File: config.mk
export PLATFORM = sky130hd
export DESIGN_NAME = cobs_crc16_frame_encoder
export DESIGN_NICKNAME = d
export VERILOG_FILES = /design/src/sv/cce_pkg.sv /design/src/sv/cobs_crc16_frame_encoder.sv /design/src/sv/cce_ctrl.sv /design/src/sv/cce_datapath.sv
export SDC_FILE = /design/constraint.sdc
export NUM_CORES = 2
export LEC_CHECK = 0
export ABC_CLOCK_PERIOD_IN_PS = 15200
export BUFFER_PORTS_ARGS = -buffer_cell sky130_fd_sc_hd__buf_2
export CAP_MARGIN = 15
export CELL_PAD_IN_SITES_DETAIL_PLACEMENT = 1
export CELL_PAD_IN_SITES_GLOBAL_PLACEMENT = 2
export CORE_UTILIZATION = 50
export DETAILED_ROUTE_END_ITERATION = 16
export GPL_TIMING_DRIVEN = 0
export PLACE_DENSITY_LB_ADDON = 0.1
export SLEW_MARGIN = 15
export SYNTH_ARGS = -nofsm -noshare
export SYNTH_HDL_FRONTEND = slang
export SYNTH_SLANG_ARGS = --single-unit
File: constraint.sdc
create_clock -name clk -period 15.2 [get_ports clk]
set_clock_uncertainty 0.1 [all_clocks]
set_input_delay 1.52 -clock clk [delete_from_list [all_inputs] [get_ports clk]]
set_output_delay 1.52 -clock clk [all_outputs]
set_load 0.02 [all_outputs]
File: src/sv/cce_pkg.sv
// Shared definitions for the COBS/CRC-16 frame encoder.
// Holds default sizes, opcode and byte-select codes, the command and status
// structs between controller and datapath, and the CRC byte update.
package cce_pkg;

  localparam int BUF_DEPTH_DEF   = 256;
  localparam int MAX_PAYLOAD_DEF = 250;

  // Slots that must remain free for a payload byte plus the CRC trailer.
  localparam int CRC_RESERVE = 5;

  localparam logic [15:0] CRC_POLY      = 16'h1021;
  localparam logic [15:0] CRC_SEED_INIT = 16'hFFFF;
  localparam logic [7:0]  CODE_MAX      = 8'hFF;

  localparam logic OP_PUSH = 1'b0;
  localparam logic OP_READ = 1'b1;

  // Which byte the encoder takes in.
  localparam logic [1:0] SEL_DATA   = 2'd0;
  localparam logic [1:0] SEL_CRC_LO = 2'd1;
  localparam logic [1:0] SEL_CRC_HI = 2'd2;

  typedef struct packed {
    logic       push;      // a payload word is accepted
    logic       read;      // a read word is accepted
    logic       enc;       // encode the selected byte
    logic       fill;      // write back a full group's code byte
    logic       close;     // write the last code byte, frame is ready
    logic [1:0] sel;       // byte select for enc
    logic       out_load;  // move the pending result to the output register
  } cmd_t;

  typedef struct packed {
    logic frame_ready;
    logic take;       // the next payload byte fits
    logic fill_need;  // the byte being encoded fills its group
    logic out_free;   // the output register can be loaded this cycle
  } sts_t;

  // One byte through CRC-16/CCITT, MSB first.
  function automatic logic [15:0] crc16_byte(input logic [15:0] crc,
                                             input logic [7:0]  b);
    logic [15:0] c;
    c = crc ^ {b, 8'h00};
    for (int i = 0; i < 8; i++) begin
      c = c[15] ? ({c[14:0], 1'b0} ^ CRC_POLY) : {c[14:0], 1'b0};
    end
    return c;
  endfunction

endpackage

File: src/sv/cobs_crc16_frame_encoder.sv
// COBS frame encoder with a CRC-16/CCITT trailer, top level.
// Joins the controller (cce_ctrl) and the datapath (cce_datapath); uses cce_pkg.
//
// Usage. Words arrive on the input channel (in_valid/in_ready) carrying
// opcode, data_byte and final_byte. A push word (opcode 0) adds a payload byte
// to the frame being built: the CRC is updated and the byte is COBS-encoded
// into the frame buffer at once. The push carrying final_byte also encodes the
// CRC, low byte first, and closes the last group, which makes the frame ready.
// Pushes while a ready frame is still being drained are dropped silently.
// A read word (opcode 1) yields exactly one result word on the output channel
// (out_valid/out_ready): the next encoded byte, then the 0x00 delimiter with
// frame_end set, after which the encoder starts a new frame. With no frame
// ready the result has status set and all other fields zero.
// Timing. A push encodes its byte and, when that byte fills a 254-byte group,
// writes back the code byte; an ignored push or a dropped byte ends there. A
// final push then encodes the CRC bytes and closes the group in turn, since
// every buffer write (data byte or code byte written back) uses the single
// write port of the frame buffer. A read reads the buffer, then loads the
// output register; if the receiver stalls, it waits until the register frees
// and no word is taken meanwhile. Pushes are accepted behind a pending result.
// Reset empties the encoder, sets the CRC seed to 0xFFFF and needs no clearing
// pass. The seed (cfg_we/cfg_wdata) takes effect at a frame's first byte.
module cobs_crc16_frame_encoder #(
  parameter int BUF_DEPTH   = cce_pkg::BUF_DEPTH_DEF,
  parameter int MAX_PAYLOAD = cce_pkg::MAX_PAYLOAD_DEF
) (
  input  logic        clk,
  input  logic        rst,
  input  logic        in_valid,
  output logic        in_ready,
  input  logic        opcode,
  input  logic [7:0]  data_byte,
  input  logic        final_byte,
  output logic        out_valid,
  input  logic        out_ready,
  output logic [7:0]  out_byte,
  output logic        frame_end,
  output logic        status,
  output logic        overflow,
  input  logic        cfg_we,
  input  logic [15:0] cfg_wdata
);

  cce_pkg::cmd_t cmd;
  cce_pkg::sts_t sts;

  // The controller only issues commands; all frame state lives in the datapath.
  cce_ctrl u_ctrl (
    .clk        (clk),
    .rst        (rst),
    .in_valid   (in_valid),
    .in_ready   (in_ready),
    .opcode     (opcode),
    .final_byte (final_byte),
    .sts        (sts),
    .cmd        (cmd)
  );

  cce_datapath #(
    .BUF_DEPTH   (BUF_DEPTH),
    .MAX_PAYLOAD (MAX_PAYLOAD)
  ) u_dp (
    .clk       (clk),
    .rst       (rst),
    .cmd       (cmd),
    .sts       (sts),
    .data_byte (data_byte),
    .cfg_we    (cfg_we),
    .cfg_wdata (cfg_wdata),
    .out_valid (out_valid),
    .out_ready (out_ready),
    .out_byte  (out_byte),
    .frame_end (frame_end),
    .status    (status),
    .overflow  (overflow)
  );

endmodule

File: src/sv/cce_ctrl.sv
// Controller of the COBS/CRC-16 frame encoder.
// Sequences accepted words into datapath commands; uses cce_pkg.
module cce_ctrl (
  input  logic          clk,
  input  logic          rst,
  input  logic          in_valid,
  output logic          in_ready,
  input  logic          opcode,
  input  logic          final_byte,
  input  cce_pkg::sts_t sts,
  output cce_pkg::cmd_t cmd
);

  localparam logic [2:0] ST_IDLE   = 3'd0;
  localparam logic [2:0] ST_ENC    = 3'd1;
  localparam logic [2:0] ST_FILL   = 3'd2;
  localparam logic [2:0] ST_CLOSE  = 3'd3;
  localparam logic [2:0] ST_RD_OUT = 3'd4;

  logic [2:0] state, state_next;
  logic [1:0] sel, sel_next;
  logic       fin, fin_next;
  logic [2:0] adv_state;
  logic [1:0] adv_sel;

  // Where to go once the current byte (and any code write-back) is done.
  always_comb begin
    adv_state = ST_IDLE;
    adv_sel   = sel;
    case (sel)
      cce_pkg::SEL_DATA: begin
        if (fin) begin
          adv_state = ST_ENC;
          adv_sel   = cce_pkg::SEL_CRC_LO;
        end
      end
      cce_pkg::SEL_CRC_LO: begin
        adv_state = ST_ENC;
        adv_sel   = cce_pkg::SEL_CRC_HI;
      end
      cce_pkg::SEL_CRC_HI: begin
        adv_state = ST_CLOSE;
      end
      default: begin
        adv_state = ST_IDLE;
      end
    endcase
  end

  always_comb begin
    state_next = state;
    sel_next   = sel;
    fin_next   = fin;
    in_ready   = 1'b0;
    cmd        = '0;
    cmd.sel    = sel;
    case (state)
      ST_IDLE: begin
        in_ready = 1'b1;
        if (in_valid) begin
          if (opcode == cce_pkg::OP_READ) begin
            cmd.read   = 1'b1;
            state_next = ST_RD_OUT;
          end else if (!sts.frame_ready) begin
            cmd.push = 1'b1;
            fin_next = final_byte;
            if (sts.take) begin
              sel_next   = cce_pkg::SEL_DATA;
              state_next = ST_ENC;
            end else if (final_byte) begin
              sel_next   = cce_pkg::SEL_CRC_LO;
              state_next = ST_ENC;
            end
          end
        end
      end
      ST_ENC: begin
        cmd.enc = 1'b1;
        if (sts.fill_need) begin
          state_next = ST_FILL;
        end else begin
          state_next = adv_state;
          sel_next   = adv_sel;
        end
      end
      ST_FILL: begin
        cmd.fill   = 1'b1;
        state_next = adv_state;
        sel_next   = adv_sel;
      end
      ST_CLOSE: begin
        cmd.close  = 1'b1;
        state_next = ST_IDLE;
      end
      ST_RD_OUT: begin
        if (sts.out_free) begin
          cmd.out_load = 1'b1;
          state_next   = ST_IDLE;
        end
      end
      default: begin
        state_next = ST_IDLE;
      end
    endcase
  end

  always_ff @(posedge clk) begin
    if (rst) begin
      state <= ST_IDLE;
      sel   <= cce_pkg::SEL_DATA;
      fin   <= 1'b0;
    end else begin
      state <= state_next;
      sel   <= sel_next;
      fin   <= fin_next;
    end
  end

endmodule

File: src/sv/cce_datapath.sv
// Datapath of the COBS/CRC-16 frame encoder: frame buffer, CRC register,
// encoder pointers and the output register. Uses cce_pkg.
module cce_datapath #(
  parameter int BUF_DEPTH   = cce_pkg::BUF_DEPTH_DEF,
  parameter int MAX_PAYLOAD = cce_pkg::MAX_PAYLOAD_DEF
) (
  input  logic          clk,
  input  logic          rst,
  input  cce_pkg::cmd_t cmd,
  output cce_pkg::sts_t sts,
  input  logic [7:0]    data_byte,
  input  logic          cfg_we,
  input  logic [15:0]   cfg_wdata,
  output logic          out_valid,
  input  logic          out_ready,
  output logic [7:0]    out_byte,
  output logic          frame_end,
  output logic          status,
  output logic          overflow
);

  localparam int AW = $clog2(BUF_DEPTH);
  localparam int PW = $clog2(BUF_DEPTH + 1);
  localparam int CW = $clog2(MAX_PAYLOAD + 1);
  localparam logic [PW:0]   ROOM_LIMIT = (PW + 1)'(BUF_DEPTH);
  localparam logic [PW:0]   RESERVE    = (PW + 1)'(cce_pkg::CRC_RESERVE);
  localparam logic [PW-1:0] DEPTH_P    = PW'(BUF_DEPTH);
  localparam logic [CW-1:0] COUNT_MAX  = CW'(MAX_PAYLOAD);

  logic [7:0]    mem [BUF_DEPTH];
  logic [7:0]    mem_q;

  logic [15:0]   crc_seed;
  logic [15:0]   crc_reg;
  logic [PW-1:0] write_pos;
  logic [PW-1:0] code_pos;
  logic [7:0]    group_code;
  logic [CW-1:0] payload_count;
  logic [PW-1:0] read_pos;
  logic          frame_ready;
  logic          overflow_flag;
  logic [7:0]    data_reg;

  logic          pend_data;
  logic          pend_end;
  logic          pend_status;
  logic          pend_ovf;

  logic          seed_load;
  logic [15:0]   crc_start;
  logic          take;
  logic [7:0]    enc_byte;
  logic [PW-1:0] wp_inc;
  logic          rd_avail;
  logic          mem_we;
  logic [PW-1:0] mem_waddr;
  logic [7:0]    mem_wdata;

  assign seed_load = (payload_count == '0) && !overflow_flag;
  assign crc_start = seed_load ? crc_seed : crc_reg;
  assign take      = (payload_count < COUNT_MAX) &&
                     (({1'b0, write_pos} + RESERVE) <= ROOM_LIMIT);
  assign wp_inc    = (write_pos < DEPTH_P) ? write_pos + PW'(1) : write_pos;
  assign rd_avail  = frame_ready && (read_pos < write_pos) && (read_pos < DEPTH_P);

  always_comb begin
    case (cmd.sel)
      cce_pkg::SEL_CRC_LO: enc_byte = crc_reg[7:0];
      cce_pkg::SEL_CRC_HI: enc_byte = crc_reg[15:8];
      default:             enc_byte = data_reg;
    endcase
  end

  // One buffer write per cycle: a data byte or a code byte written back.
  always_comb begin
    mem_waddr = code_pos;
    mem_wdata = group_code;
    if (cmd.enc && enc_byte != 8'h00) begin
      mem_waddr = write_pos;
      mem_wdata = enc_byte;
    end else if (cmd.fill) begin
      mem_wdata = cce_pkg::CODE_MAX;
    end
    mem_we = (cmd.enc || cmd.fill || cmd.close) && (mem_waddr < DEPTH_P);
  end

  assign sts.frame_ready = frame_ready;
  assign sts.take        = take;
  assign sts.fill_need   = (enc_byte != 8'h00) &&
                           (group_code == cce_pkg::CODE_MAX - 8'd1);
  assign sts.out_free    = !out_valid || out_ready;

  always_ff @(posedge clk) begin
    if (mem_we) begin
      mem[mem_waddr[AW-1:0]] <= mem_wdata;
    end
    if (cmd.read && rd_avail) begin
      mem_q <= mem[read_pos[AW-1:0]];
    end
  end

  always_ff @(posedge clk) begin
    if (cmd.push && take) begin
      data_reg <= data_byte;
    end
    if (cmd.out_load) begin
      out_byte  <= pend_data ? mem_q : 8'h00;
      frame_end <= pend_end;
      status    <= pend_status;
      overflow  <= pend_ovf;
    end
  end

  always_ff @(posedge clk) begin
    if (rst) begin
      crc_seed      <= cce_pkg::CRC_SEED_INIT;
      crc_reg       <= cce_pkg::CRC_SEED_INIT;
      write_pos     <= PW'(1);
      code_pos      <= '0;
      group_code    <= 8'd1;
      payload_count <= '0;
      read_pos      <= '0;
      frame_ready   <= 1'b0;
      overflow_flag <= 1'b0;
      pend_data     <= 1'b0;
      pend_end      <= 1'b0;
      pend_status   <= 1'b0;
      pend_ovf      <= 1'b0;
      out_valid     <= 1'b0;
    end else begin
      if (cfg_we) begin
        crc_seed <= cfg_wdata;
      end
      out_valid <= cmd.out_load || (out_valid && !out_ready);

      if (cmd.push) begin
        if (take) begin
          crc_reg       <= cce_pkg::crc16_byte(crc_start, data_byte);
          payload_count <= payload_count + CW'(1);
        end else begin
          overflow_flag <= 1'b1;
          if (seed_load) begin
            crc_reg <= crc_seed;
          end
        end
      end

      if (cmd.enc) begin
        write_pos <= wp_inc;
        if (enc_byte == 8'h00) begin
          code_pos   <= write_pos;
          group_code <= 8'd1;
        end else begin
          group_code <= group_code + 8'd1;
        end
      end

      if (cmd.fill) begin
        code_pos   <= write_pos;
        write_pos  <= wp_inc;
        group_code <= 8'd1;
      end

      if (cmd.close) begin
        frame_ready <= 1'b1;
        read_pos    <= '0;
      end

      if (cmd.read) begin
        pend_status <= !frame_ready;
        pend_ovf    <= frame_ready && overflow_flag;
        pend_data   <= rd_avail;
        pend_end    <= frame_ready && !rd_avail;
        if (rd_avail) begin
          read_pos <= read_pos + PW'(1);
        end else if (frame_ready) begin
          // Delimiter read: start a fresh frame.
          write_pos     <= PW'(1);
          code_pos      <= '0;
          group_code    <= 8'd1;
          crc_reg       <= crc_seed;
          payload_count <= '0;
          read_pos      <= '0;
          frame_ready   <= 1'b0;
          overflow_flag <= 1'b0;
        end
      end
    end
  end

endmodule

# Word-level counts from Yosys, hierarchy flattened
# Memory sizes are Yosys's and may differ from the RTL's. A register that Yosys moved wholly into a read port is not among the register bits.
# Cells that the tools add are included.
[word_totals] register_bits=107 ramBits=2048 in_bits=31 output_inout_bits=13 n_memories=1
[classes] addsub=5 order_cmp=6 eq_ne=15 muxes=86 bitwise=11 reduce_logical=30
[mem_list] memory="u_dp.mem" words=256 word_bits=8 read_ports=1 rd_clocked_by_memory_dff=1 write_ports=1 line_no="cce_datapath.sv:30" source="logic [7:0] mem [BUF_DEPTH];"
[op_table] operator="$mux 9" count=17
[op_table] operator="$mux 13" count=8
[op_table] operator="$mux 8" count=13
[op_table] operator="$mux 16" count=6
[op_table] operator="$lt 9x9->1 const B" count=3
[op_table] operator="$not 3->3" count=8
[op_table] operator="$mux 1" count=21
[op_table] operator="$mux 2" count=10
[op_table] operator="$add 9x1->9 const B" count=2
[op_table] operator="$mux 3" count=6
[op_table] operator="$add 8x1->8 const B" count=2
[op_table] operator="$logic_not 8->1" count=2
[op_table] operator="$pmux 8 s2" count=1
[op_table] operator="$xor 16x16->16" count=1
[op_table] operator="$logic_and 1x1->1" count=12
[op_table] operator="$pmux 2 s3" count=2
[op_table] operator="$pmux 3 s4" count=1
[op_table] operator="$add 9x3->10 const B" count=1
[op_table] operator="$le 10x9->1 const B" count=1
[op_table] operator="$ne 2x2->1 const B" count=5
[op_table] operator="$lt 9x9->1" count=1
[op_table] operator="$eq 8x8->1 const B" count=1
[op_table] operator="$lt 8x8->1 const B" count=1
[op_table] operator="$reduce_and 4->1" count=2
[op_table] operator="17 further kinds" count=26

# Depth between registers and ports, before layout
[logic_depth] word_depth=25 mapped_depth=13 mapped_depth_nobuf=9

# By module
# Synthesis repeated with hierarchy kept, for this count alone.
[unflattened] cells_unflattened=4406 hier_area_um2=85813.6
[by_module_without_submodules] module="cce_datapath" instances=1 cells_per_inst=4345 area_each_um2=85274.3
[by_module_without_submodules] module="cce_ctrl" instances=1 cells_per_inst=61 area_each_um2=539.3

# Least setup slack after synthesis
# No wires, ideal clock.
[synth_path] path_type="reg2reg" startpoint="register u_ctrl.sel[0]" endpoint="memory u_dp.mem[0][1] (data pin)" setup_ps=2188 t_arrival_ps=11580 t_required_ps=12912 path_slack_ps=1333 stages_incl_launch_ff=10 path_buffers=3 period_less_slack_ps=13867 path_cell_list="dfxtp_1 -> inv_1 -> ha_1 -> buf_2 -> mux2i_1 -> nand4_1 -> o21ai_2 -> buf_2 -> clkbuf_1 -> o21ai_0"
[synth_between] elab_chain_len=5 word_cells_on_any_way=6 cone_classes="2 x eq/ne; 2 x mux; 2 x reduce/logical"
[synth_lines] element="start, declared" line_no="cce_ctrl.sv:21" source="logic [1:0] sel, sel_next;"
[synth_lines] element="start signal, assigned" line_no="cce_ctrl.sv:110" source="sel <= cce_pkg::SEL_DATA;"
[synth_lines] element="start signal, assigned" line_no="cce_ctrl.sv:114" source="sel <= sel_next;"
[synth_lines] element="$eq 2x2->1 or $eq 2x1->1 (tied branches)" line_no="cce_datapath.sv:67" source="case (cmd.sel)"
[synth_lines] element="$pmux 8 s2 (*)" line_no="cce_datapath.sv:67"
[synth_lines] element="$reduce_bool 8->1" line_no="cce_datapath.sv:78" source="if (cmd.enc && enc_byte != 8'h00) begin"
[synth_lines] element="$logic_and 1x1->1" line_no="cce_datapath.sv:78"
[synth_lines] element="$mux 8 (*)" line_no="cce_datapath.sv:78"
[synth_lines] element="via u_dp.mem_wdata[1]" line_no="cce_datapath.sv:57" source="logic [7:0] mem_wdata;"
[synth_lines] element="end, declared" line_no="cce_datapath.sv:30"
# The timed path passes the listed nets; every way through them passes the cells marked *.

# Worst setup path in the final report
[layout_path] startpoint="register u_dp.read_pos[2]" endpoint="register u_dp.mem_q[6], read port of u_dp.mem (data pin)"
[layout_between] elab_chain_len=4 word_cells_on_any_way=5 cone_classes="2 x order compare; 3 x reduce/logical"
[layout_lines] element="start, declared" line_no="cce_datapath.sv:39" source="logic [PW-1:0] read_pos;"
[layout_lines] element="start signal, assigned" line_no="cce_datapath.sv:175" source="read_pos <= read_pos + PW'(1);"
[layout_lines] element="$lt 9x9->1" line_no="cce_datapath.sv:64" source="assign rd_avail = frame_ready && (read_pos < write_pos) && (read_pos < DEPTH_P);"
[layout_lines] element="$logic_and 1x1->1 (2 in a row)" line_no="cce_datapath.sv:64"
[layout_lines] element="$logic_and 1x1->1" line_no="cce_datapath.sv:97" source="if (cmd.read && rd_avail) begin"
[layout_lines] element="end, declared" line_no="cce_datapath.sv:31" source="logic [7:0] mem_q;"
# Several ways; a longest one is shown, not always the timed one.
# A chain may end at the register's enable or synchronous reset.

==> results.toml <==
[run_status]
status = "complete, no violations"

[clocking]
tritoncts_clock_tree = "yes"
clock_sink_count = 2163
clockRootBuffer = "sky130_fd_sc_hd__clkbuf_16"
clk_latency_ns = 0.90
cts_max_path_buffers = 3
worst_setup_hold_path_clk_slew_ns = 0.06
post_cts_hold_buffer_count = 0
ctsResizeCount = 0
post_cts_setup_buffers = 0
h-tree-depth = 4
cts_inserted_buffers = 218

[hold_path]
worst_hold_path_type = "reg -> reg"
hold_end = "u_dp.frame_end$_DFFE_PP_"
worst_hold_path.num_cells = 0
min_from = "u_dp.pend_end$_SDFFE_PP0P_"

[grt]
grt_pass1_vias = 49600
grt_util_all_layers_pct = 40.5
antenna_found_initial = 36
grt_max_degree = 37
grt_overflow_total = 0
grt_pass1_wl_mm = 457

[critical_path]
cpMaxStageDelayCell = "sky130_fd_sc_hd__o32ai_1"
r2r_slack_ns = 8.26
timing.rr.end = "u_dp.mem_q[6]$_DFFE_PP_"
critPathMaxFanout = 10
endpoint_class_of_the_critical_path = "flop"
worst_path_dominant_cell_family = "buffers and inverters"
slowest_delay_ns = 0.99
start_kind = "flop"
worstReg2RegStart = "u_dp.read_pos[2]$_SDFF_PP0_"
critPathBufInv = 5
critical_path_required_ns = 15.61
worstRegToRegCells = 9
arrival_ns = 7.35
cpMostUsedCell = "sky130_fd_sc_hd__buf_2"
crit_path_cell_trace = "clkbuf_1, inv_2, buf_2, buf_2, buf_2, mux2i_1, o21ai_0, a211oi_1, o32ai_1"
critical_path_class = "reg -> reg"

[finish]
areaGrowthSynthToFinish_pct = 15.0
number_of_flip_flops_in_the_largest_register = 2048
fin_nets = 4820
n_fill_cell = 14600
final_layout_size_suffix_gt1_share_pct = 24.1
final_cells = 7174

[placed_design]
port_buffers = 41
dp_hpwl_mm = 238
placed_cells_incl_taps = 6766
gpl.final_weighted_congestion = 1.04

[yosys]
netlist-cell-type-count = 87
synth_most_common_cell = "sky130_fd_sc_hd__edfxtp_1"
syn_area_per_cell_um2 = 19.5
syn-instance-count = 4405
synth_top_cells_by_area = "sky130_fd_sc_hd__edfxtp_1 73%, sky130_fd_sc_hd__mux4_2 13%, sky130_fd_sc_hd__mux2i_1 2.3%"
synthesis.nets = 4456
synthDominantAreaCellType = "sky130_fd_sc_hd__edfxtp_1"
synthArstFlopShare_pct = 0
yosysWarningCount = 0
syn-cell-area_um2 = 85700
postSynthRegisterBits = 2163
synth_seq_area_share_pct = 74.7
yosys-top-cells-count = "2075 x sky130_fd_sc_hd__edfxtp_1, 483 x sky130_fd_sc_hd__mux4_2, 363 x sky130_fd_sc_hd__nor2_1, 198 x sky130_fd_sc_hd__mux2i_1, 170 x sky130_fd_sc_hd__nand2_1"
ys.flop_type = "sky130_fd_sc_hd__edfxtp_1"
synth-edff-count = 2075
proportion_of_netlist_area_held_by_the_largest_area_contributor_pct = 72.7

[sta]
grt_setup_unrepaired = "no"
max_slew.worst_pin.slew_ns = 1.43
final-max-slew-violation-count = 0
max_freq_mhz = 144
totalNegativeSetupSlack_ns = 0
post_route_fraction_of_the_period_consumed_by_the_critical_path_pct = 45.6
final_hold_viol_count = 0
finalCriticalPeriod_ns = 6.94
final-setup-viol-count = 0
worst_slew_margin_rel_pct = 4.01

[routing]
routedWlPerCell_um = 48.8
route.vias.total = 51500
detailedRoute.firstIterationViolations = 10100
drt_drc_violations_left = 0
drt-total-wl_mm = 350
antenna_left = 0
firstDrtPassIters = 6
viasPerCell = 7.18

[die]
die_width_um = 416
start_util_pct = 50.5
num_rows = 151
core-area_um2 = 170000
die_h_um = 416
die-area_um2 = 173000
num_io_pins = 44

[pwr]
total_leakage_power_nw = 31.0
power_density_nw_per_um2 = 126
vdd.ir_drop.worst_uv = 116

[flow_run]
max-cap-violations = 0
[layout make-up]
type	instances	area (um2)	area share [%]
diodes	4	10.0	0.0102
plain buffers	265	1500	1.53
clock buffers	263	5650	5.73
clock inverters	140	1580	1.61
inverters	24	90.1	0.0914
multi-input cells	1953	20200	20.5
flip-flops and latches	2163	64100	65.0
well taps	2218	2780	2.82
repair buffers	144	2660	2.70
[worst max-delay path by stage]
stage	from	endpoint	slack [ns]	cells past startpoint
after global placement	u_ctrl.sel[1]$_SDFFE_PP0P_	u_dp.mem[157][2]$_DFFE_PP_	-13.24	10
after floorplan	u_ctrl.sel[0]$_SDFFE_PP0P_	u_dp.mem[0][1]$_DFFE_PP_	1.33	9
after detailed placement	u_dp.read_pos[2]$_SDFF_PP0_	u_dp.mem_q[5]$_DFFE_PP_	8.89	9
final	u_dp.read_pos[2]$_SDFF_PP0_	u_dp.mem_q[6]$_DFFE_PP_	8.26	9
after global routing	u_dp.read_pos[2]$_SDFF_PP0_	u_dp.mem_q[6]$_DFFE_PP_	8.66	9
after CTS	u_dp.read_pos[2]$_SDFF_PP0_	u_dp.mem_q[5]$_DFFE_PP_	8.89	9
[metal layers]
metal,vias up,routed length (um),GRT usage [%]
li1,18800,-,-
met1,27400,124000,53.8
met2,4406,150000,57.7
met3,894,50800,14.2
met4,18,25100,24.0
met5,-,159,0.139
[per-stage QoR]
stage	setup slack [ns]	hold WS (ns)	total power, mW	utilization [%]	cell area, um2
after detailed placement	8.89	0.337	6.96	53.8	91300
final	8.26	0.347	12.4	58.0	98600
after global placement	-13.24	0.326	7.05	52.2	88700
after global routing	8.66	0.362	12.6	58.0	98600
after floorplan	1.33	0.308	6.87	-	85700
after CTS	8.89	0.351	12.4	58.0	98500
[kinds of logic after synthesis]
logic type	Yosys count	synth area share, %
buf+inv	289	1.78
mux	688	15.1
fa+ha+maj	20	0.292
compound gates	434	3.58
xor+xnor	41	0.428
flops	2163	74.7
simple gates	770	4.08
[worst register-to-register path, delay by kind of cell, from the launching register on]
family | cells | cell delay [ns]
multiplexers | 1 | 0.36
AO/OA/AOI/OAI | 3 | 2.04
buffers and inverters | 5 | 3.73
flip-flops | 1 | 0.35
[cells in the final DEF, fill, tap and decap left out, types with 10 or more instances in the layout]
cell	n
sky130_fd_sc_hd__nor2b_1	24
sky130_fd_sc_hd__and2_1	13
sky130_fd_sc_hd__xor2_1	15
sky130_fd_sc_hd__o21ai_0	70
sky130_fd_sc_hd__nand3_1	69
sky130_fd_sc_hd__a22oi_1	91
sky130_fd_sc_hd__xnor2_1	25
sky130_fd_sc_hd__nor3_1	16
sky130_fd_sc_hd__buf_4	30
sky130_fd_sc_hd__clkbuf_1	98
sky130_fd_sc_hd__o22ai_1	25
sky130_fd_sc_hd__nor2_1	360
sky130_fd_sc_hd__inv_1	20
sky130_fd_sc_hd__nand4_1	16
sky130_fd_sc_hd__nand4b_1	14
sky130_fd_sc_hd__clkinv_2	35
sky130_fd_sc_hd__a211oi_1	10
sky130_fd_sc_hd__clkinv_1	54
sky130_fd_sc_hd__clkbuf_16	219
sky130_fd_sc_hd__edfxtp_1	2075
sky130_fd_sc_hd__bufinv_16	28
sky130_fd_sc_hd__a22o_1	17
sky130_fd_sc_hd__ha_1	20
sky130_fd_sc_hd__a31oi_1	16
sky130_fd_sc_hd__mux4_2	483
sky130_fd_sc_hd__clkbuf_2	44
sky130_fd_sc_hd__buf_12	43
sky130_fd_sc_hd__a21oi_1	58
sky130_fd_sc_hd__nand2_1	170
sky130_fd_sc_hd__buf_16	56
sky130_fd_sc_hd__o221ai_1	13
sky130_fd_sc_hd__dfxtp_1	88
sky130_fd_sc_hd__nand2b_1	22
sky130_fd_sc_hd__mux2i_1	198
sky130_fd_sc_hd__a221oi_1	36
sky130_fd_sc_hd__buf_6	26
sky130_fd_sc_hd__o211ai_1	15
sky130_fd_sc_hd__buf_2	146
[report_power, final]
group / internal [mW] / total (mW) / leakage, nW / switching (mW)
clock network: 3.13 / 5.54 / 3.51 / 2.41
registers: 6.54 / 6.55 / 19.8 / 0.00969
logic: 0.0934 / 0.295 / 7.77 / 0.202
total: 9.76 / 12.4 / 31.0 / 2.62
No activity file was read; power rests on OpenSTA's default activity.
